[config.mk]
export PLATFORM = sky130hd
export DESIGN_NAME = sbpds_front
export DESIGN_NICKNAME = d
export VERILOG_FILES = /design/src/rtl/core/sbpds_pkg.sv /design/src/rtl/core/sbpds_front.sv
export SDC_FILE = /design/constraint.sdc
export NUM_CORES = 1
export LEC_CHECK = 0
export BUFFER_PORTS_ARGS = -buffer_cell sky130_fd_sc_hd__buf_2
export CORE_MARGIN = 5
export CORE_UTILIZATION = 45
export CTS_CLUSTER_SIZE = 10
export DETAILED_ROUTE_END_ITERATION = 7
export GPL_TIMING_DRIVEN = 0
export PLACE_DENSITY_LB_ADDON = 0.05
export SETUP_SLACK_MARGIN = 0.5
export SKIP_CTS_REPAIR_TIMING = 1
export SYNTH_ARGS = -nofsm -noshare
export SYNTH_HDL_FRONTEND = slang
export SYNTH_SLANG_ARGS = --single-unit
export TNS_END_PERCENT = 10
[constraint.sdc]
create_clock -name i_clk -period 2.2 [get_ports i_clk]
set_input_delay 0.11 -clock i_clk [delete_from_list [all_inputs] [get_ports i_clk]]
set_output_delay 0.11 -clock i_clk [all_outputs]
set_load 0.01 [all_outputs]
[src/rtl/core/sbpds_pkg.sv]
// shared types, constants and helpers for the spectrum bar core
`default_nettype none
package sbpds_pkg;

    localparam int NUM_BANDS      = 8;
    localparam int BAND_W         = 3;
    localparam int BARS_PER_LAYER = 2 * NUM_BANDS;
    localparam int TOTAL_BARS     = 2 * BARS_PER_LAYER;
    localparam int BAR_W          = 5;
    localparam int SUM_W          = 23;
    localparam int X_W            = 17;
    localparam int XS_W           = 23;
    localparam int MOVE_W         = 21;
    localparam int RECIP_W        = 27;
    localparam int RECIP_SH       = 26;
    localparam int DIV_W          = 7;
    localparam int PROD_W         = SUM_W + RECIP_W;
    localparam logic [SUM_W-1:0] SUM_MAX = {SUM_W{1'b1}};
    localparam logic [7:0] BIN_LIMIT = 8'd200;

    // input opcodes
    localparam logic [1:0] OP_BIN   = 2'd0;
    localparam logic [1:0] OP_FRAME = 2'd1;
    localparam logic [1:0] OP_PLACE = 2'd2;

    // register indexes
    localparam logic [2:0] REG_WIDTH     = 3'd0;
    localparam logic [2:0] REG_HEIGHT    = 3'd1;
    localparam logic [2:0] REG_FRONT_ATT = 3'd2;
    localparam logic [2:0] REG_BACK_ATT  = 3'd3;
    localparam logic [2:0] REG_FRONT_GN  = 3'd4;
    localparam logic [2:0] REG_BACK_GN   = 3'd5;

    typedef enum logic [1:0] {
        KIND_BIN,
        KIND_FRAME,
        KIND_PLACE
    } t_kind;

    typedef enum logic [2:0] {
        ST_IDLE,
        ST_DIV,
        ST_QUO,
        ST_MUL,
        ST_OUT
    } t_state;

    // one classified item in the queue
    typedef struct packed {
        t_kind             kind;
        logic [BAND_W-1:0] band;
        logic [15:0]       data;
    } t_entry;

    // configuration seen by the back end
    typedef struct packed {
        logic [11:0] window_width;
        logic [11:0] window_height;
        logic [15:0] front_att;
        logic [15:0] back_att;
        logic [15:0] front_gain;
        logic [15:0] back_gain;
    } t_cfg;

    // band of a bin below the limit
    function automatic logic [BAND_W-1:0] band_of(input logic [7:0] bin);
        logic [BAND_W-1:0] b;
        if (bin < 8'd1)        b = 3'd0;
        else if (bin < 8'd3)   b = 3'd1;
        else if (bin < 8'd5)   b = 3'd2;
        else if (bin < 8'd10)  b = 3'd3;
        else if (bin < 8'd30)  b = 3'd4;
        else if (bin < 8'd50)  b = 3'd5;
        else if (bin < 8'd100) b = 3'd6;
        else                   b = 3'd7;
        return b;
    endfunction

    // band width in bins
    function automatic logic [DIV_W-1:0] band_div(input logic [BAND_W-1:0] b);
        logic [DIV_W-1:0] d;
        case (b)
            3'd0:    d = 7'd1;
            3'd1:    d = 7'd2;
            3'd2:    d = 7'd2;
            3'd3:    d = 7'd5;
            3'd4:    d = 7'd20;
            3'd5:    d = 7'd20;
            3'd6:    d = 7'd50;
            default: d = 7'd100;
        endcase
        return d;
    endfunction

    // floor(2^26 / band width)
    function automatic logic [RECIP_W-1:0] band_recip(input logic [BAND_W-1:0] b);
        logic [RECIP_W-1:0] m;
        case (b)
            3'd0:    m = 27'd67108864;
            3'd1:    m = 27'd33554432;
            3'd2:    m = 27'd33554432;
            3'd3:    m = 27'd13421772;
            3'd4:    m = 27'd3355443;
            3'd5:    m = 27'd3355443;
            3'd6:    m = 27'd1342177;
            default: m = 27'd671088;
        endcase
        return m;
    endfunction

endpackage
`default_nettype wire

[src/rtl/core/sbpds_front.sv]
// front end: classifies input items and queues those that do work
`default_nettype none
module sbpds_front #(
    parameter int QUEUE_DEPTH = 4
) (
    input  wire logic                  i_clk,
    input  wire logic                  i_rst_n,
    input  wire logic                  i_valid,
    output logic                       o_stall,
    input  wire logic [1:0]            i_opcode,
    input  wire logic [7:0]            i_bin_index,
    input  wire logic [15:0]           i_magnitude,
    input  wire logic signed [15:0]    i_scroll_step,
    output logic                       o_q_valid,
    output logic                       o_q_full,
    output sbpds_pkg::t_entry          o_q_entry,
    input  wire logic                  i_q_pop
);

    localparam int PTR_W = (QUEUE_DEPTH > 1) ? $clog2(QUEUE_DEPTH) : 1;
    localparam int CNT_W = $clog2(QUEUE_DEPTH + 1);
    localparam logic [PTR_W-1:0] PTR_LAST = PTR_W'(QUEUE_DEPTH - 1);
    localparam logic [CNT_W-1:0] CNT_FULL = CNT_W'(QUEUE_DEPTH);

    sbpds_pkg::t_entry r_mem [QUEUE_DEPTH];
    logic [PTR_W-1:0]  r_wr, r_rd;
    logic [CNT_W-1:0]  r_cnt;

    sbpds_pkg::t_entry w_entry;
    logic              w_keep, w_push, w_pop;

    // classify the incoming item
    always_comb begin
        w_entry.band = sbpds_pkg::band_of(i_bin_index);
        w_entry.data = i_magnitude;
        w_entry.kind = sbpds_pkg::KIND_BIN;
        w_keep       = 1'b0;
        unique case (i_opcode)
            sbpds_pkg::OP_BIN: begin
                w_keep = (i_bin_index < sbpds_pkg::BIN_LIMIT);
            end
            sbpds_pkg::OP_FRAME: begin
                w_entry.kind = sbpds_pkg::KIND_FRAME;
                w_entry.data = i_scroll_step;
                w_keep       = 1'b1;
            end
            sbpds_pkg::OP_PLACE: begin
                w_entry.kind = sbpds_pkg::KIND_PLACE;
                w_keep       = 1'b1;
            end
            default: begin
                w_keep = 1'b0;
            end
        endcase
    end

    assign o_q_full  = (r_cnt == CNT_FULL);
    assign o_q_valid = (r_cnt != '0);
    assign o_stall   = o_q_full;
    assign o_q_entry = r_mem[r_rd];
    assign w_push    = i_valid && !o_stall && w_keep;
    assign w_pop     = i_q_pop && o_q_valid;

    // queue storage
    always_ff @(posedge i_clk) begin
        if (w_push) begin
            r_mem[r_wr] <= w_entry;
        end
    end

    // queue pointers
    always_ff @(posedge i_clk) begin
        if (!i_rst_n) begin
            r_wr  <= '0;
            r_rd  <= '0;
            r_cnt <= '0;
        end else begin
            if (w_push) begin
                r_wr <= (r_wr == PTR_LAST) ? '0 : r_wr + 1'b1;
            end
            if (w_pop) begin
                r_rd <= (r_rd == PTR_LAST) ? '0 : r_rd + 1'b1;
            end
            if (w_push && !w_pop) begin
                r_cnt <= r_cnt + 1'b1;
            end else if (w_pop && !w_push) begin
                r_cnt <= r_cnt - 1'b1;
            end
        end
    end

endmodule
`default_nettype wire

==> results_dict.tcl <==
set metrics [dict create \
    path_cells "or3_4 -> nand2_4 -> ha_4 -> inv_2 -> fa_2 -> xor2_1 -> or3_1 -> a21boi_1" \
    ys.flop_type "edfxtp_1" \
    coreArea_um2 8640 \
    synth_warnings 0 \
    final_cell_mix "84 x edfxtp_1, 67 x buf_2, 21 x mux4_2, 16 x mux2_2, 9 x clkbuf_8" \
    setup_viol 0 \
    synthAdderAreaFrac_pct 3.69 \
    fp.dieH_um 103 \
    max_stage_delay_ns 0.39 \
    worstMarginPinSlew_ns 0.587 \
    synth.avg_cell_area_um2 18.8 \
    synth_top_family_by_area "multiplexers" \
    wl_mm 6.97 \
    period_needed_ns 2.01 \
    worst_path_max_delay_cell "or3_4" \
    grt.busiest_layer "met2" \
    gr-usage-met2_pct 22.1 \
    grt_pass1_vias 2088 \
    setup.worst_path.end_class "flip-flop" \
    postRouteAntennaNets 0 \
    status "complete, no violations" \
    synthSimpleGateAreaFrac_pct 5.09 \
    power_density_nw_per_um2 942 \
    clk_path_buf_depth 2 \
    synth.cell_area_um2 3930 \
    critical_path.max_fanout 3 \
    post_route_cells_drive_above_1_share_pct 52.5 \
    hold_class "in2reg" \
    final.setup.worst_slack_ns 0.194 \
    start_util_pct 45.6 \
    synthXorXnorAreaFrac_pct 0.445 \
    gp_congestion 0.773 \
    use_met1_pct 17.0 \
    clk_latency_ns 0.34 \
    portBuffers 67 \
    yosysSeqAreaShare_pct 68.7 \
    ys_seq_elements 93 \
    clock-root-buffer "clkbuf_8" \
    antenna_cells 0 \
    grt_use_total_pct 13.3 \
    fp.dieArea_um2 10700 \
    hpwl_mm 4.50 \
    drc 0 \
    grt_max_degree 22 \
    max_freq_mhz 498 \
    synth_cell_types 38 \
    maxCapViolations 0 \
    hold_viol 0 \
    fillers 703 \
    crit_type "reg2reg" \
    die_w_um 103 \
    antenna_found_initial 0 \
    fin_crit_sh_pct 91.2 \
    synth_async_sr_flop_share_pct 0 \
    timing.setup.tns_ns 0 \
    clock_sinks 93 \
    wl_per_cell_um 17.0 \
    area_delta_synth_final_pct 23.0 \
    first_pass_iters 4 \
    slew_headroom_pct 60.9 \
    place_area_um2 4440 \
    num_vias 2086 \
    cts-htree-levels 3 \
    cts_tree "done" \
    rsz0062_at_grt "yes" \
    worst-path-buf-inv 1 \
    critPathTopFamily "simple AND/OR/NAND/NOR gates" \
    peakVddDrop_mv 0.888 \
    finalInstanceArea_um2 4840 \
    synth_nets 266 \
    leakage_nw 1.71 \
    num_rows 34 \
    nets 353 \
    grt-ovfl-total 0 \
    worst_hold_slack_ns 0.0837 \
    mostFrequentLayoutCell "edfxtp_1" \
    finClkSkew_ns 0.00708 \
    maxSlewViolCount 0 \
    drtIter0Drc 38 \
    grtUsageMet3_pct 4.49 \
    startpoint_type "flip-flop" \
    netlist_instances 209 \
    synth_compound_area_share_pct 2.45 \
    postLayoutCoreUtil_pct 56.0 \
    synthMuxAreaShare_pct 17.6 \
    grt_pass1_wl_mm 10.4 \
    required_ns 2.48 \
    clkTransAtPathRegs_ns 0.09 \
    synth_edf_count 84 \
    cts_made_buffers 9 \
    pre_cts_ws_ns -0.275 \
    cp.arrival_ns 2.28 \
    post_drt_via_cell_ratio 5.10 \
    ios 70 \
]
[synth_stat cells, types with 2 or more instances]
cell type | number | share of area, %
a21boi_0 | 3 | 0.57
a21oi_1 | 3 | 0.38
and2_2 | 4 | 0.76
buf_2 | 2 | 0.25
buf_4 | 3 | 0.57
clkbuf_1 | 2 | 0.19
dfxtp_1 | 9 | 4.6
edfxtp_1 | 84 | 64
ha_1 | 10 | 3.2
inv_1 | 6 | 0.57
mux2_2 | 16 | 4.6
mux2i_1 | 4 | 1.0
mux4_2 | 21 | 12
nand2_1 | 8 | 0.76
nand3_1 | 2 | 0.25
nor2_1 | 3 | 0.29
nor3_1 | 3 | 0.38
nor4_1 | 3 | 0.48
o21ai_0 | 3 | 0.38
or3_1 | 2 | 0.32
[metal layers]
metal,vias to the layer above,wire (um)
met4,0,40
met3,4,439
li1,1006,-
met2,61,3490
met5,-,0
met1,1015,3000
[final cells by class]
class | instances | area (um^2) | area share, %
clock inverters | 7 | 96.3 | 1.99
plain buffers | 9 | 86.3 | 1.78
inverters | 6 | 40.0 | 0.828
well taps | 108 | 135 | 2.79
multi-input cells | 101 | 1190 | 24.7
clock buffers | 9 | 124 | 2.56
flip-flops and latches | 93 | 2710 | 56.1
repair buffers | 76 | 450 | 9.31
[cells by family (layout without fill, tap and decap cells)]
kind of cell,Yosys count,count (layout)
DFF,93,93
muxes,41,41
and+or+nand+nor,33,33
AOI/OAI and AO/OA,14,14
xor gates and xnor gates,2,2
buffers and inverters,15,107
adders and majority gates,11,11
[report_power, final]
| part | internal, mW | switching (mW) | leakage (nW) |
|---|---|---|---|
| Sequential | 2.06 | 0.0824 | 0.833 |
| Combinational | 0.671 | 0.524 | 0.773 |
| Clock | 0.644 | 0.573 | 0.104 |
[registers in the layout, indices dropped and copies added (netlist names), named ones only]
register / count
r_wr: 2
r_rd: 2
r_mem: 84
r_cnt: 3
[stage by stage]
| step | power (mW) | instances |
|---|---|---|
| 6_report | 4.56 | 409 |
| 2_1_floorplan | 2.85 | 209 |
| 3_5_place_dp | 3.18 | 384 |
| 4_1_cts | 4.40 | 400 |
| 3_3_place_gp | 3.17 | 384 |
| 5_1_grt | 4.80 | 409 |
[worst paths after layout]
check        startpoint        to  slack, ns  cells after the start
max            r_cnt[1]  r_cnt[2]       0.19                      8
min             i_rst_n  r_cnt[2]       0.08                      2
max reg2reg    r_cnt[1]  r_cnt[2]       0.19                      8
min reg2reg    r_cnt[2]  r_cnt[2]       0.50                      2
[worst reg2reg max path, stage by stage (launching register included)]
cell,delay (ns)
dfxtp_4,0.36
or3_4,0.39
nand2_4,0.09
ha_4,0.14
inv_2,0.03
fa_2,0.32
xor2_1,0.17
or3_1,0.30
a21boi_1,0.14
No activity file was read; power rests on OpenSTA's default activity.
